[config.mk]
export PLATFORM = sky130hd
export DESIGN_NAME = polyblep_saw_pulse_oscillator_flat
export DESIGN_NICKNAME = d
export VERILOG_FILES = /design/src/hdl/pbso_pkg.sv /design/src/hdl/pbso_stream_ifs.sv /design/src/hdl/pbso_datapath.sv /design/src/hdl/polyblep_saw_pulse_oscillator.sv /design/src/flat_wrapper.sv
export SDC_FILE = /design/constraint.sdc
export NUM_CORES = 2
export LEC_CHECK = 0
export CORE_MARGIN = 2
export CORE_UTILIZATION = 60
export CTS_CLUSTER_DIAMETER = 30
export DETAILED_ROUTE_END_ITERATION = 7
export DONT_BUFFER_PORTS = 1
export PLACE_DENSITY = 0.73
export SETUP_SLACK_MARGIN = 0.4
export SYNTH_ARGS = -nofsm -noshare
export SYNTH_HDL_FRONTEND = slang
export SYNTH_HIERARCHICAL = 1
export SYNTH_SLANG_ARGS = --single-unit
export TNS_END_PERCENT = 20
[constraint.sdc]
create_clock -name clock -period 12.35 [get_ports clock]
set_input_delay 1.235 -clock clock [delete_from_list [all_inputs] [get_ports clock]]
set_output_delay 1.235 -clock clock [all_outputs]
set_load 0.05 [all_outputs]
[src/hdl/pbso_pkg.sv]
// Shared types and constants for the PolyBLEP saw/pulse oscillator.
// Holds the microcode program, control structs and register codes.
// No dependencies.
package pbso_pkg;

   localparam int CSR_INDEX_BITS = 2;
   localparam int CSR_DATA_BITS  = 24;

   typedef enum logic [CSR_INDEX_BITS-1:0] {
      CSR_PHASE_INC  = 2'd0,
      CSR_PWM_WIDTH  = 2'd1,
      CSR_DUTY_LOW   = 2'd2,
      CSR_DUTY_HIGH  = 2'd3
   } csr_index_type;

   localparam logic [23:0] PHASE_INC_RESET = 24'd0;
   localparam logic [15:0] PWM_WIDTH_RESET = 16'd0;
   localparam logic [23:0] DUTY_LOW_RESET  = 24'd838861;
   localparam logic [23:0] DUTY_HIGH_RESET = 24'd8388608;

   typedef struct packed {
      logic [23:0] phase_increment;
      logic [15:0] pwm_width;
      logic [23:0] duty_low;
      logic [23:0] duty_high;
   } cfg_type;

   // datapath operations, one per microcode step
   typedef enum logic [3:0] {
      OP_START,
      OP_MUL_LO,
      OP_DUTY,
      OP_DUTY_DT,
      OP_SETUP_A,
      OP_SETUP_B,
      OP_DIV,
      OP_SQ_A,
      OP_SQ_B,
      OP_BLEP_B,
      OP_MIX,
      OP_OUT
   } op_type;

   // sequencing: fall through, wait for a request, count loop, wait for output slot
   typedef enum logic [1:0] {
      COND_NEXT,
      COND_REQ,
      COND_CNT,
      COND_OUT
   } cond_type;

   typedef logic [3:0] step_type;

   localparam step_type STEP_IDLE    = 4'd0;
   localparam step_type STEP_MUL_LO  = 4'd1;
   localparam step_type STEP_DUTY    = 4'd2;
   localparam step_type STEP_DUTY_DT = 4'd3;
   localparam step_type STEP_SETUP_A = 4'd4;
   localparam step_type STEP_SETUP_B = 4'd5;
   localparam step_type STEP_DIV     = 4'd6;
   localparam step_type STEP_SQ_A    = 4'd7;
   localparam step_type STEP_SQ_B    = 4'd8;
   localparam step_type STEP_BLEP_B  = 4'd9;
   localparam step_type STEP_MIX     = 4'd10;
   localparam step_type STEP_OUT     = 4'd11;

   typedef struct packed {
      op_type   op;
      cond_type cond;
      step_type target;
      logic     cnt_load;
   } uword_type;

   typedef struct packed {
      op_type op;
      logic   fire;
   } dp_ctl_type;

   // microcode ROM
   function automatic uword_type micro_word(input step_type step);
      uword_type w;
      w = '{op: OP_START, cond: COND_REQ, target: STEP_IDLE, cnt_load: 1'b0};
      case (step)
         STEP_IDLE:    w = '{op: OP_START,   cond: COND_REQ,  target: STEP_IDLE, cnt_load: 1'b0};
         STEP_MUL_LO:  w = '{op: OP_MUL_LO,  cond: COND_NEXT, target: STEP_IDLE, cnt_load: 1'b0};
         STEP_DUTY:    w = '{op: OP_DUTY,    cond: COND_NEXT, target: STEP_IDLE, cnt_load: 1'b0};
         STEP_DUTY_DT: w = '{op: OP_DUTY_DT, cond: COND_NEXT, target: STEP_IDLE, cnt_load: 1'b0};
         STEP_SETUP_A: w = '{op: OP_SETUP_A, cond: COND_NEXT, target: STEP_IDLE, cnt_load: 1'b0};
         STEP_SETUP_B: w = '{op: OP_SETUP_B, cond: COND_NEXT, target: STEP_IDLE, cnt_load: 1'b1};
         STEP_DIV:     w = '{op: OP_DIV,     cond: COND_CNT,  target: STEP_DIV,  cnt_load: 1'b0};
         STEP_SQ_A:    w = '{op: OP_SQ_A,    cond: COND_NEXT, target: STEP_IDLE, cnt_load: 1'b0};
         STEP_SQ_B:    w = '{op: OP_SQ_B,    cond: COND_NEXT, target: STEP_IDLE, cnt_load: 1'b0};
         STEP_BLEP_B:  w = '{op: OP_BLEP_B,  cond: COND_NEXT, target: STEP_IDLE, cnt_load: 1'b0};
         STEP_MIX:     w = '{op: OP_MIX,     cond: COND_NEXT, target: STEP_IDLE, cnt_load: 1'b0};
         STEP_OUT:     w = '{op: OP_OUT,     cond: COND_OUT,  target: STEP_IDLE, cnt_load: 1'b0};
         default:      w = '{op: OP_START,   cond: COND_REQ,  target: STEP_IDLE, cnt_load: 1'b0};
      endcase
      return w;
   endfunction

endpackage

[src/hdl/pbso_stream_ifs.sv]
// Valid/ready channel interfaces for the oscillator: sample tick requests
// and sample results. No dependencies.
interface pbso_req_if;
   logic valid;
   logic ready;
   logic restart;

   modport source (output valid, output restart, input ready);
   modport sink   (input valid, input restart, output ready);
endinterface

interface pbso_rsp_if #(parameter int SAMPLE_BITS = 16);
   logic                          valid;
   logic                          ready;
   logic signed [SAMPLE_BITS-1:0] saw_sample;
   logic signed [SAMPLE_BITS-1:0] pulse_sample;

   modport source (output valid, output saw_sample, output pulse_sample, input ready);
   modport sink   (input valid, input saw_sample, input pulse_sample, output ready);
endinterface

[src/hdl/pbso_datapath.sv]
// Oscillator datapath: phase accumulator, duty mapping, shared multiplier,
// two bit-serial divider lanes and output rounding. Uses pbso_pkg.
module pbso_datapath #(
   parameter int PHASE_BITS  = 24,
   parameter int SAMPLE_BITS = 16
) (
   input  logic                          clock,
   input  logic                          reset,
   input  pbso_pkg::dp_ctl_type          ctl,
   input  pbso_pkg::cfg_type             cfg,
   input  logic                          restart,
   output logic signed [SAMPLE_BITS-1:0] saw_sample,
   output logic signed [SAMPLE_BITS-1:0] pulse_sample
);
   import pbso_pkg::*;

   localparam int P    = PHASE_BITS;
   localparam int MW   = (P > 24) ? P : 24;
   localparam int PW   = 2 * MW;
   localparam int SW   = P + 3;
   localparam int BW   = P + 2;
   localparam int UP   = (P >= 24) ? P - 24 : 0;
   localparam int DN   = (P < 24) ? 24 - P : 0;
   localparam int FB   = SAMPLE_BITS - 2;
   localparam int SH_R = (P >= FB) ? P - FB : 0;
   localparam int SH_L = (P < FB) ? FB - P : 0;
   localparam int XW   = (P >= FB) ? P + 4 : FB + 4;

   localparam logic [P:0]           ONE_Q    = (P+1)'(1) << P;
   localparam logic [P-1:0]         HALF_ONE = P'(1) << (P - 1);
   localparam logic signed [SW-1:0] ONE_S    = SW'(ONE_Q);
   localparam logic signed [XW-1:0] HALF_R   = XW'((2 ** SH_R) / 2);
   localparam logic signed [XW-1:0] SMAX     = XW'((2 ** (SAMPLE_BITS - 1)) - 1);
   localparam logic signed [XW-1:0] SMIN     = -SMAX - XW'(1);

   typedef struct packed {
      logic         act;
      logic         neg;
      logic [P-1:0] rem;
   } lane_type;

   function automatic logic [P-1:0] from_q24(input logic [23:0] v);
      logic [MW-1:0] w;
      w = MW'(v) << UP;
      w = w >> DN;
      return P'(w);
   endfunction

   // pick the BLEP side for phase x and the numerator of its division
   function automatic lane_type lane_setup(input logic [P-1:0] x, input logic [P-1:0] dt);
      lane_type   l;
      logic [P:0] lim;
      lim   = ONE_Q - {1'b0, dt};
      l.act = 1'b0;
      l.neg = 1'b0;
      l.rem = x;
      if (x < dt) begin
         l.act = 1'b1;
         l.neg = 1'b1;
         l.rem = x;
      end else if ({1'b0, x} > lim) begin
         l.act = 1'b1;
         l.neg = 1'b0;
         l.rem = P'(ONE_Q - {1'b0, x});
      end
      return l;
   endfunction

   function automatic logic signed [BW-1:0] blep_value(input logic act, input logic neg,
                                                       input logic [P-1:0] quo,
                                                       input logic [P-1:0] sq);
      logic [P:0]           mag;
      logic signed [BW-1:0] val;
      mag = (quo == '0) ? ONE_Q : {1'b0, sq};
      val = $signed({1'b0, mag});
      if (!act) begin
         val = '0;
      end else if (neg) begin
         val = -val;
      end
      return val;
   endfunction

   function automatic logic signed [SAMPLE_BITS-1:0] to_sample(input logic signed [SW-1:0] v);
      logic signed [XW-1:0] x;
      x = XW'(v);
      x = ((x + HALF_R) >>> SH_R) <<< SH_L;
      if (x > SMAX) begin
         x = SMAX;
      end else if (x < SMIN) begin
         x = SMIN;
      end
      return SAMPLE_BITS'(x);
   endfunction

   logic [P-1:0]            dt_ff, dt_in;
   logic                    restart_ff;
   logic [P-1:0]            phase_ff;
   logic [PW-1:0]           acc_ff;
   logic [PW-1:0]           prod_ff;
   logic [P-1:0]            duty_ff, duty_in;
   logic [P-1:0]            td_ff;
   lane_type                lane_a_ff, lane_a_in;
   lane_type                lane_b_ff, lane_b_in;
   logic [P-1:0]            quo_a_ff, quo_b_ff;
   logic signed [BW-1:0]    ba_ff, bb_ff;
   logic signed [SW-1:0]    saw_mix_ff, pulse_mix_ff;
   logic signed [SAMPLE_BITS-1:0] saw_out_ff, pulse_out_ff;

   logic [MW-1:0]           mul_a, mul_b;
   logic [PW-1:0]           mul_p;
   logic [P:0]              sq_v;
   logic [PW-1:0]           duty_sum;
   logic [23:0]             duty_raw;
   logic [P:0]              phase_sum;
   logic [P:0]              div_a2, div_b2;
   logic signed [SW-1:0]    saw_in, pulse_in;

   // shared multiplier operand select
   always_comb begin
      mul_a = '0;
      mul_b = '0;
      sq_v  = '0;
      case (ctl.op)
         OP_START: begin
            mul_a = MW'(cfg.duty_high);
            mul_b = MW'({1'b1, 16'h0000} - {1'b0, cfg.pwm_width});
         end
         OP_MUL_LO: begin
            mul_a = MW'(cfg.duty_low);
            mul_b = MW'(cfg.pwm_width);
         end
         OP_SQ_A: begin
            sq_v  = ONE_Q - {1'b0, quo_a_ff};
            mul_a = MW'(sq_v[P-1:0]);
            mul_b = MW'(sq_v[P-1:0]);
         end
         OP_SQ_B: begin
            sq_v  = ONE_Q - {1'b0, quo_b_ff};
            mul_a = MW'(sq_v[P-1:0]);
            mul_b = MW'(sq_v[P-1:0]);
         end
         default: begin
            mul_a = '0;
            mul_b = '0;
         end
      endcase
   end

   assign mul_p = mul_a * mul_b;

   always_comb begin
      dt_in = from_q24(cfg.phase_increment);
      if (dt_in > HALF_ONE) begin
         dt_in = HALF_ONE;
      end

      duty_sum = acc_ff + prod_ff;
      duty_raw = duty_sum[16 +: 24];
      if (duty_raw < cfg.duty_low) begin
         duty_raw = cfg.duty_low;
      end
      if (duty_raw > cfg.duty_high) begin
         duty_raw = cfg.duty_high;
      end

      // keep both pulse edges at least one step away from each other
      duty_in = (duty_ff < dt_ff) ? dt_ff : duty_ff;
      if ((ONE_Q - {1'b0, duty_in}) < {1'b0, dt_ff}) begin
         duty_in = P'(ONE_Q - {1'b0, dt_ff});
      end

      phase_sum = {1'b0, (restart_ff ? '0 : phase_ff)} + {1'b0, dt_ff};

      lane_a_in = lane_setup(phase_ff, dt_ff);
      lane_b_in = lane_setup(td_ff, dt_ff);

      div_a2 = {lane_a_ff.rem, 1'b0};
      div_b2 = {lane_b_ff.rem, 1'b0};

      saw_in   = $signed({2'b00, phase_ff, 1'b0}) - ONE_S - SW'(ba_ff);
      pulse_in = ((phase_ff < duty_ff) ? ONE_S : -ONE_S) + SW'(ba_ff) - SW'(bb_ff);
   end

   always_ff @(posedge clock) begin
      if (reset) begin
         phase_ff <= '0;
      end else if (ctl.fire && ctl.op == OP_MUL_LO) begin
         // advance and wrap modulo one
         phase_ff <= phase_sum[P-1:0];
      end
   end

   always_ff @(posedge clock) begin
      if (ctl.fire) begin
         case (ctl.op)
            OP_START: begin
               dt_ff      <= dt_in;
               restart_ff <= restart;
               prod_ff    <= mul_p;
            end
            OP_MUL_LO: begin
               acc_ff  <= prod_ff;
               prod_ff <= mul_p;
            end
            OP_DUTY: begin
               duty_ff <= from_q24(duty_raw);
            end
            OP_DUTY_DT: begin
               duty_ff <= duty_in;
            end
            OP_SETUP_A: begin
               lane_a_ff <= lane_a_in;
               quo_a_ff  <= '0;
               td_ff     <= phase_ff - duty_ff;
            end
            OP_SETUP_B: begin
               lane_b_ff <= lane_b_in;
               quo_b_ff  <= '0;
            end
            OP_DIV: begin
               // one restoring quotient bit per lane
               if (div_a2 >= {1'b0, dt_ff}) begin
                  lane_a_ff.rem <= P'(div_a2 - {1'b0, dt_ff});
                  quo_a_ff      <= {quo_a_ff[P-2:0], 1'b1};
               end else begin
                  lane_a_ff.rem <= div_a2[P-1:0];
                  quo_a_ff      <= {quo_a_ff[P-2:0], 1'b0};
               end
               if (div_b2 >= {1'b0, dt_ff}) begin
                  lane_b_ff.rem <= P'(div_b2 - {1'b0, dt_ff});
                  quo_b_ff      <= {quo_b_ff[P-2:0], 1'b1};
               end else begin
                  lane_b_ff.rem <= div_b2[P-1:0];
                  quo_b_ff      <= {quo_b_ff[P-2:0], 1'b0};
               end
            end
            OP_SQ_A: begin
               prod_ff <= mul_p;
            end
            OP_SQ_B: begin
               ba_ff   <= blep_value(lane_a_ff.act, lane_a_ff.neg, quo_a_ff, prod_ff[P +: P]);
               prod_ff <= mul_p;
            end
            OP_BLEP_B: begin
               bb_ff <= blep_value(lane_b_ff.act, lane_b_ff.neg, quo_b_ff, prod_ff[P +: P]);
            end
            OP_MIX: begin
               saw_mix_ff   <= saw_in;
               pulse_mix_ff <= pulse_in;
            end
            OP_OUT: begin
               saw_out_ff   <= to_sample(saw_mix_ff);
               pulse_out_ff <= to_sample(pulse_mix_ff);
            end
            default: begin
               acc_ff <= acc_ff;
            end
         endcase
      end
   end

   assign saw_sample   = saw_out_ff;
   assign pulse_sample = pulse_out_ff;

endmodule

[src/hdl/polyblep_saw_pulse_oscillator.sv]
// Top level of the PolyBLEP saw/pulse oscillator: configuration registers,
// microcode sequencer and result register. Uses pbso_pkg, pbso_stream_ifs,
// pbso_datapath.
//
// Usage: every transfer on req_ch is one sample tick; restart clears the
// phase before the tick's advance. Each tick produces exactly one transfer
// on rsp_ch carrying a band-limited sawtooth and a band-limited pulse,
// signed Q2.(SAMPLE_BITS-2), saturated.
// Registers are written through csr_wr_en/csr_index/csr_wdata: 0 phase
// increment, 1 PWM width, 2 duty low, 3 duty high. The user must write
// them only while the block is idle; the block itself does not enforce it.
// The sequencer takes a request at its idle step, then runs the multiply,
// duty, lane setup, division, square, BLEP, mix and output steps; one tick
// is processed at a time. The restoring division yields one quotient bit
// per cycle, with the two BLEP divisions running in parallel lanes.
// A finished result waits in the output register while the next tick is
// taken and computed; if rsp_ch is still stalled when that tick finishes,
// the sequencer holds at its last step until the register frees.
// Reset clears the phase, loads the register defaults and returns the
// sequencer to its idle step with no result pending.
module polyblep_saw_pulse_oscillator #(
   parameter int PHASE_BITS  = 24,
   parameter int SAMPLE_BITS = 16
) (
   input  logic                                 clock,
   input  logic                                 reset,
   pbso_req_if.sink                             req_ch,
   pbso_rsp_if.source                           rsp_ch,
   input  logic                                 csr_wr_en,
   input  logic [pbso_pkg::CSR_INDEX_BITS-1:0]  csr_index,
   input  logic [pbso_pkg::CSR_DATA_BITS-1:0]   csr_wdata
);
   import pbso_pkg::*;

   localparam int CW = $clog2(PHASE_BITS + 1);

   cfg_type        cfg_ff;
   step_type       pc_ff, pc_in;
   logic [CW-1:0]  cnt_ff, cnt_in;
   logic           rsp_valid_ff, rsp_valid_in;
   uword_type      uw;
   dp_ctl_type     ctl;
   logic           accept;
   logic           slot_free;

   assign uw        = micro_word(pc_ff);
   assign accept    = req_ch.valid && req_ch.ready;
   assign slot_free = !rsp_valid_ff || rsp_ch.ready;

   always_comb begin
      ctl.op   = uw.op;
      ctl.fire = 1'b1;
      pc_in    = pc_ff + 4'd1;
      case (uw.cond)
         COND_REQ: begin
            ctl.fire = accept;
            pc_in    = accept ? pc_ff + 4'd1 : pc_ff;
         end
         COND_CNT: begin
            pc_in = (cnt_ff != CW'(1)) ? uw.target : pc_ff + 4'd1;
         end
         COND_OUT: begin
            ctl.fire = slot_free;
            pc_in    = slot_free ? uw.target : pc_ff;
         end
         default: begin
            pc_in = pc_ff + 4'd1;
         end
      endcase

      cnt_in = cnt_ff;
      if (uw.cnt_load) begin
         cnt_in = CW'(PHASE_BITS);
      end else if (uw.cond == COND_CNT) begin
         cnt_in = cnt_ff - CW'(1);
      end

      rsp_valid_in = rsp_valid_ff;
      if (ctl.fire && uw.op == OP_OUT) begin
         rsp_valid_in = 1'b1;
      end else if (rsp_ch.ready) begin
         rsp_valid_in = 1'b0;
      end
   end

   always_ff @(posedge clock) begin
      if (reset) begin
         pc_ff                  <= STEP_IDLE;
         cnt_ff                 <= '0;
         rsp_valid_ff           <= 1'b0;
         cfg_ff.phase_increment <= PHASE_INC_RESET;
         cfg_ff.pwm_width       <= PWM_WIDTH_RESET;
         cfg_ff.duty_low        <= DUTY_LOW_RESET;
         cfg_ff.duty_high       <= DUTY_HIGH_RESET;
      end else begin
         pc_ff        <= pc_in;
         cnt_ff       <= cnt_in;
         rsp_valid_ff <= rsp_valid_in;
         if (csr_wr_en) begin
            case (csr_index_type'(csr_index))
               CSR_PHASE_INC: cfg_ff.phase_increment <= csr_wdata;
               CSR_PWM_WIDTH: cfg_ff.pwm_width       <= csr_wdata[15:0];
               CSR_DUTY_LOW:  cfg_ff.duty_low        <= csr_wdata;
               CSR_DUTY_HIGH: cfg_ff.duty_high       <= csr_wdata;
               default:       cfg_ff                 <= cfg_ff;
            endcase
         end
      end
   end

   assign req_ch.ready = (pc_ff == STEP_IDLE);
   assign rsp_ch.valid = rsp_valid_ff;

   pbso_datapath #(
      .PHASE_BITS  (PHASE_BITS),
      .SAMPLE_BITS (SAMPLE_BITS)
   ) u_datapath (
      .clock        (clock),
      .reset        (reset),
      .ctl          (ctl),
      .cfg          (cfg_ff),
      .restart      (req_ch.restart),
      .saw_sample   (rsp_ch.saw_sample),
      .pulse_sample (rsp_ch.pulse_sample)
   );

endmodule
[src/flat_wrapper.sv]
// flat-port wrapper written by rule: the top's interface ports become plain ports
module polyblep_saw_pulse_oscillator_flat import pbso_pkg::*;
#(
   parameter int PHASE_BITS  = 24,
   parameter int SAMPLE_BITS = 16
)
  (clock, reset, csr_wr_en, csr_index, csr_wdata, req_ch_valid, req_ch_restart, req_ch_ready, rsp_ch_valid, rsp_ch_saw_sample, rsp_ch_pulse_sample, rsp_ch_ready);
  pbso_req_if req_ch_i ();
  pbso_rsp_if #(.SAMPLE_BITS(SAMPLE_BITS)) rsp_ch_i ();
  input  logic clock;
  input  logic reset;
  input  logic csr_wr_en;
  input  logic [pbso_pkg::CSR_INDEX_BITS-1:0] csr_index;
  input  logic [pbso_pkg::CSR_DATA_BITS-1:0] csr_wdata;
  input wire logic [$bits(req_ch_i.valid)-1:0] req_ch_valid;
  input wire logic [$bits(req_ch_i.restart)-1:0] req_ch_restart;
  output wire logic [$bits(req_ch_i.ready)-1:0] req_ch_ready;
  output wire logic [$bits(rsp_ch_i.valid)-1:0] rsp_ch_valid;
  output wire logic [$bits(rsp_ch_i.saw_sample)-1:0] rsp_ch_saw_sample;
  output wire logic [$bits(rsp_ch_i.pulse_sample)-1:0] rsp_ch_pulse_sample;
  input wire logic [$bits(rsp_ch_i.ready)-1:0] rsp_ch_ready;
  assign req_ch_i.valid = req_ch_valid;
  assign req_ch_i.restart = req_ch_restart;
  assign req_ch_ready = req_ch_i.ready;
  assign rsp_ch_valid = rsp_ch_i.valid;
  assign rsp_ch_saw_sample = rsp_ch_i.saw_sample;
  assign rsp_ch_pulse_sample = rsp_ch_i.pulse_sample;
  assign rsp_ch_i.ready = rsp_ch_ready;
  polyblep_saw_pulse_oscillator #(.PHASE_BITS(PHASE_BITS), .SAMPLE_BITS(SAMPLE_BITS)) u_core (.clock(clock), .reset(reset), .req_ch(req_ch_i), .rsp_ch(rsp_ch_i), .csr_wr_en(csr_wr_en), .csr_index(csr_index), .csr_wdata(csr_wdata));
endmodule
==> run metrics <==
share of layout cells above drive strength 1 0.0668; largest family of logic cells by synthesized area adder cells; fin crit period 11100 ps; Initial Util 0.604; DR pass1 iterations 6; dominant cells by area after synthesis edfxtp_1, fa_1, ha_1; delay of the slowest critical-path stage 880 ps; vias in the first global route 46.5k; post-DR vias/cell 6.11; Worst R2R End u_core/u_datapath/prod_ff[47]; mean routed wirelength per cell 23.6 um; Tcrit/Tclk final 0.899; PostCTS Resize Cnt 0; clock share of power 0.177; GRT Residual Overflow 0; RSZ-0062 raised after global routing false; 1st-iter DRT viols 4376; die area 0.0961 mm^2; Setup CP Type flop to flop; Core Area 0.0930 mm^2; total CTS buffers 119; port bufs 0; RD Place Congestion 1.03; # hold bufs at CTS 0; worst hold start u_core/u_datapath/prod_ff[14]; Critical Path End Type flop; flops & latches, synth 511; WP data required 12830 ps; Post-Syn Nets 7410; utilization after layout 0.668; worst reg-to-reg path cell count 33; Mapped Cells 6309; mapped cell area 0.0562 mm^2; reg2reg start u_core/u_datapath/quo_b_ff[3]; post-CTS setup buffer count 0; Psw 0.00941 W; min-delay worst type flop to flop; nets 7407; clk_skew 110 ps; Post-DRT Antenna Nets 0; ys async rst share 0; Sw Share 0.502; CTS tree yes; Area Growth Syn to Fin 10.6%; Worst-Skew Late Latency 740 ps; Ys Warns 6; leakage power 27.7 nW; Max Fclk 90.1 MHz; largest net degree at the start of global routing 129; Hold Path Stages 0; adder-cell share of the synthesized area 0.303; clock root buffer clkbuf_16; clock-pin slew on the worst setup and hold paths 50 ps; slowest CP cell o311ai_0; post-synthesis sequential area ratio 0.250; CP startpoint kind flop; Comb pwr share 0.659; MaxCap Viol Count 0; syn_area_per_cell 8.91 um^2; vias post-DR 46.9k; Die Y 310 um; biggest area consumer among synthesized cells edfxtp_1; Pint 0.00934 W; PwrDens 302 mW/mm^2; compound-gate portion of the synthesized area 0.134; clk sink count 511; Die Wd 310 um; synth unique cells 94; Total GRT Usage 0.381; xor and xnor fraction of the mapped netlist area 0.0542; H-Tree Depth 3; Simple-Gate Fraction of Synth Area 0.172; Fillers 7761; mux contribution to synthesized area 0.0140; Max IR drop VDD 0.340 mV; I/O pins 66; first-pass GRT wire length 276 mm; routed wire length 181 mm; Reg power frac 0.164; Detail Placement HPWL 141 mm; Max Root-Sink Buffers 3; ys flop type edfxtp_1; top cell type's share of synthesized area 0.204; Rows 112; initial antenna violation count 4; DRC viols 0; worst hold margin 378 ps; setup TNS 0 ps; most used cell, CP fa_1; WP buf/inv 6; family with the most delay on the worst path adder cells; Worst EP arrival 11580 ps; Slew @ Worst Pin 1260 ps; Max transition margin 0.155; status complete, no violations; crit-path max FO 16; end point of the worst hold path u_core/u_datapath/acc_ff[14]; Pins Over Slew Limit 0; flop2flop setup slack 1250 ps; final setup violation count 0; Post-synth EDFFs 381; Final Hold Fails 0
cell type report:
class / count / area [um^2] / share of cell area
Antenna cell: 6 / 15.0 / 0.000242
Timing Repair Buffer: 106 / 796 / 0.0128
Tap cell: 1254 / 1570 / 0.0252
Multi-Input combinational cell: 4713 / 38200 / 0.614
Clock buffer: 137 / 3150 / 0.0506
Clock inverter: 89 / 1180 / 0.0191
Sequential cell: 511 / 14000 / 0.226
Inverter: 855 / 3210 / 0.0516
cells in the final DEF, fill, tap and decap left out, drive strengths merged, types with 48 or more instances in the layout:
master,netlist,layout
nand2,820,820
nand2b,50,50
inv,855,860
buf,26,106
o21a,57,57
ha,582,582
fa,487,487
nand4,63,63
a211oi,48,48
o21ai,215,215
nand3,96,96
nor2b,91,91
a21o,113,113
edfxtp,381,381
a21oi,373,373
dfxtp,130,130
and2,122,122
clkbuf,204,137
xor2,149,149
nor2,442,442
xnor2,199,199
nor3,154,154
per-layer routing:
layer  track usage  share of wire  up-vias
met5             0              0        -
met4         0.261          0.079        0
met3        0.0599          0.077      559
met2         0.615           0.46     2112
met1         0.472           0.38    22736
li1              -              -    21479
per-stage QoR:
stage | area (um^2) | std cells | setup slack, ps | power [W]
final | 62200 | 7671 | 1250 | 0.0187
after global routing | 62200 | 7665 | 657 | 0.0200
after CTS | 62200 | 7665 | 1480 | 0.0185
after detailed placement | 57800 | 7439 | 1380 | 0.0151
after global placement | 57800 | 7439 | 1680 | 0.0149
after floorplan | 56200 | 6309 | 3300 | 0.0114
registers in the layout, summed over array words and instances (netlist names), 2 cells and up:
signal	count
u_core/u_datapath/saw_mix_ff	18
u_core/u_datapath/quo_a_ff	24
u_core/u_datapath/acc_ff	40
u_core/pc_ff	4
u_core/u_datapath/saw_sample	16
u_core/u_datapath/ba_ff	26
u_core/u_datapath/duty_ff	24
u_core/u_datapath/div_b2	24
u_core/u_datapath/lane_b_ff	2
u_core/u_datapath/phase_ff	24
u_core/u_datapath/dt_ff	24
u_core/u_datapath/pulse_sample	16
u_core/cnt_ff	5
u_core/uw	8
u_core/u_datapath/div_a2	24
u_core/u_datapath/td_ff	24
u_core/u_datapath/lane_a_ff	2
u_core/u_datapath/quo_b_ff	24
u_core/cfg_ff	88
u_core/u_datapath/bb_ff	26
u_core/u_datapath/pulse_mix_ff	18
u_core/u_datapath/prod_ff	48
how the worst max path moves through the flow:
| stage | from | end | cells after the start |
|---|---|---|---|
| 6_report | u_core/u_datapath/quo_b_ff[3] | u_core/u_datapath/prod_ff[47] | 33 |
| 5_1_grt | u_core/u_datapath/quo_b_ff[3] | u_core/u_datapath/prod_ff[47] | 32 |
| 4_1_cts | u_core/u_datapath/quo_b_ff[3] | u_core/u_datapath/prod_ff[47] | 32 |
| 3_5_place_dp | u_core/u_datapath/quo_b_ff[3] | u_core/u_datapath/prod_ff[47] | 32 |
| 3_3_place_gp | u_core/u_datapath/quo_b_ff[3] | u_core/u_datapath/prod_ff[47] | 33 |
| 2_1_floorplan | u_core/u_datapath/quo_a_ff[10] | u_core/u_datapath/prod_ff[47] | 31 |
worst register-to-register path, delay by kind of cell (launching register included):
| kind | cells | cell delay (ps) |
|---|---|---|
| adder cells (fa/ha/maj) | 8 | 3950 |
| AO/OA/AOI/OAI | 8 | 2920 |
| buffers and inverters | 6 | 710 |
| XOR/XNOR | 2 | 270 |
| AND/OR/NAND/NOR | 9 | 2540 |
| flip-flops | 1 | 470 |
power groups by stage:
stage	Clock (W)	Sequential (W)	Combinational, W
final	0.00331	0.00307	0.0124
after global placement	0	0.00307	0.0118
after floorplan	0	0.00283	0.00855
after global routing	0.00343	0.00309	0.0135
after CTS	0.00334	0.00305	0.0121
after detailed placement	0	0.00308	0.0120
kinds of logic (layout without fill, tap and decap cells):
kind of cell	after synthesis	after routing
other	0	6
flip-flops	511	511
AO/OA/AOI/OAI	1159	1159
AND/OR/NAND/NOR	2063	2063
adder cells (fa/ha/maj)	1069	1069
XOR/XNOR	348	348
multiplexers	74	74
buffers and inverters	1085	1187
synthesized netlist by cell type (46+ instances only):
| master | instances |
|---|---|
| a211oi_1 | 47 |
| nand4_1 | 63 |
| nor4_1 | 46 |
| xor2_1 | 149 |
| fa_1 | 487 |
| nand2b_1 | 50 |
| nor3_1 | 153 |
| dfxtp_1 | 130 |
| a21o_1 | 112 |
| o21a_1 | 57 |
| nor2_1 | 442 |
| xnor2_1 | 199 |
| nor2b_1 | 90 |
| a21oi_1 | 373 |
| clkbuf_1 | 203 |
| edfxtp_1 | 381 |
| inv_1 | 853 |
| nand3_1 | 96 |
| ha_1 | 582 |
| nand2_1 | 820 |
| o21ai_0 | 207 |
| and2_1 | 121 |
No activity file was read; power rests on OpenSTA's default activity.
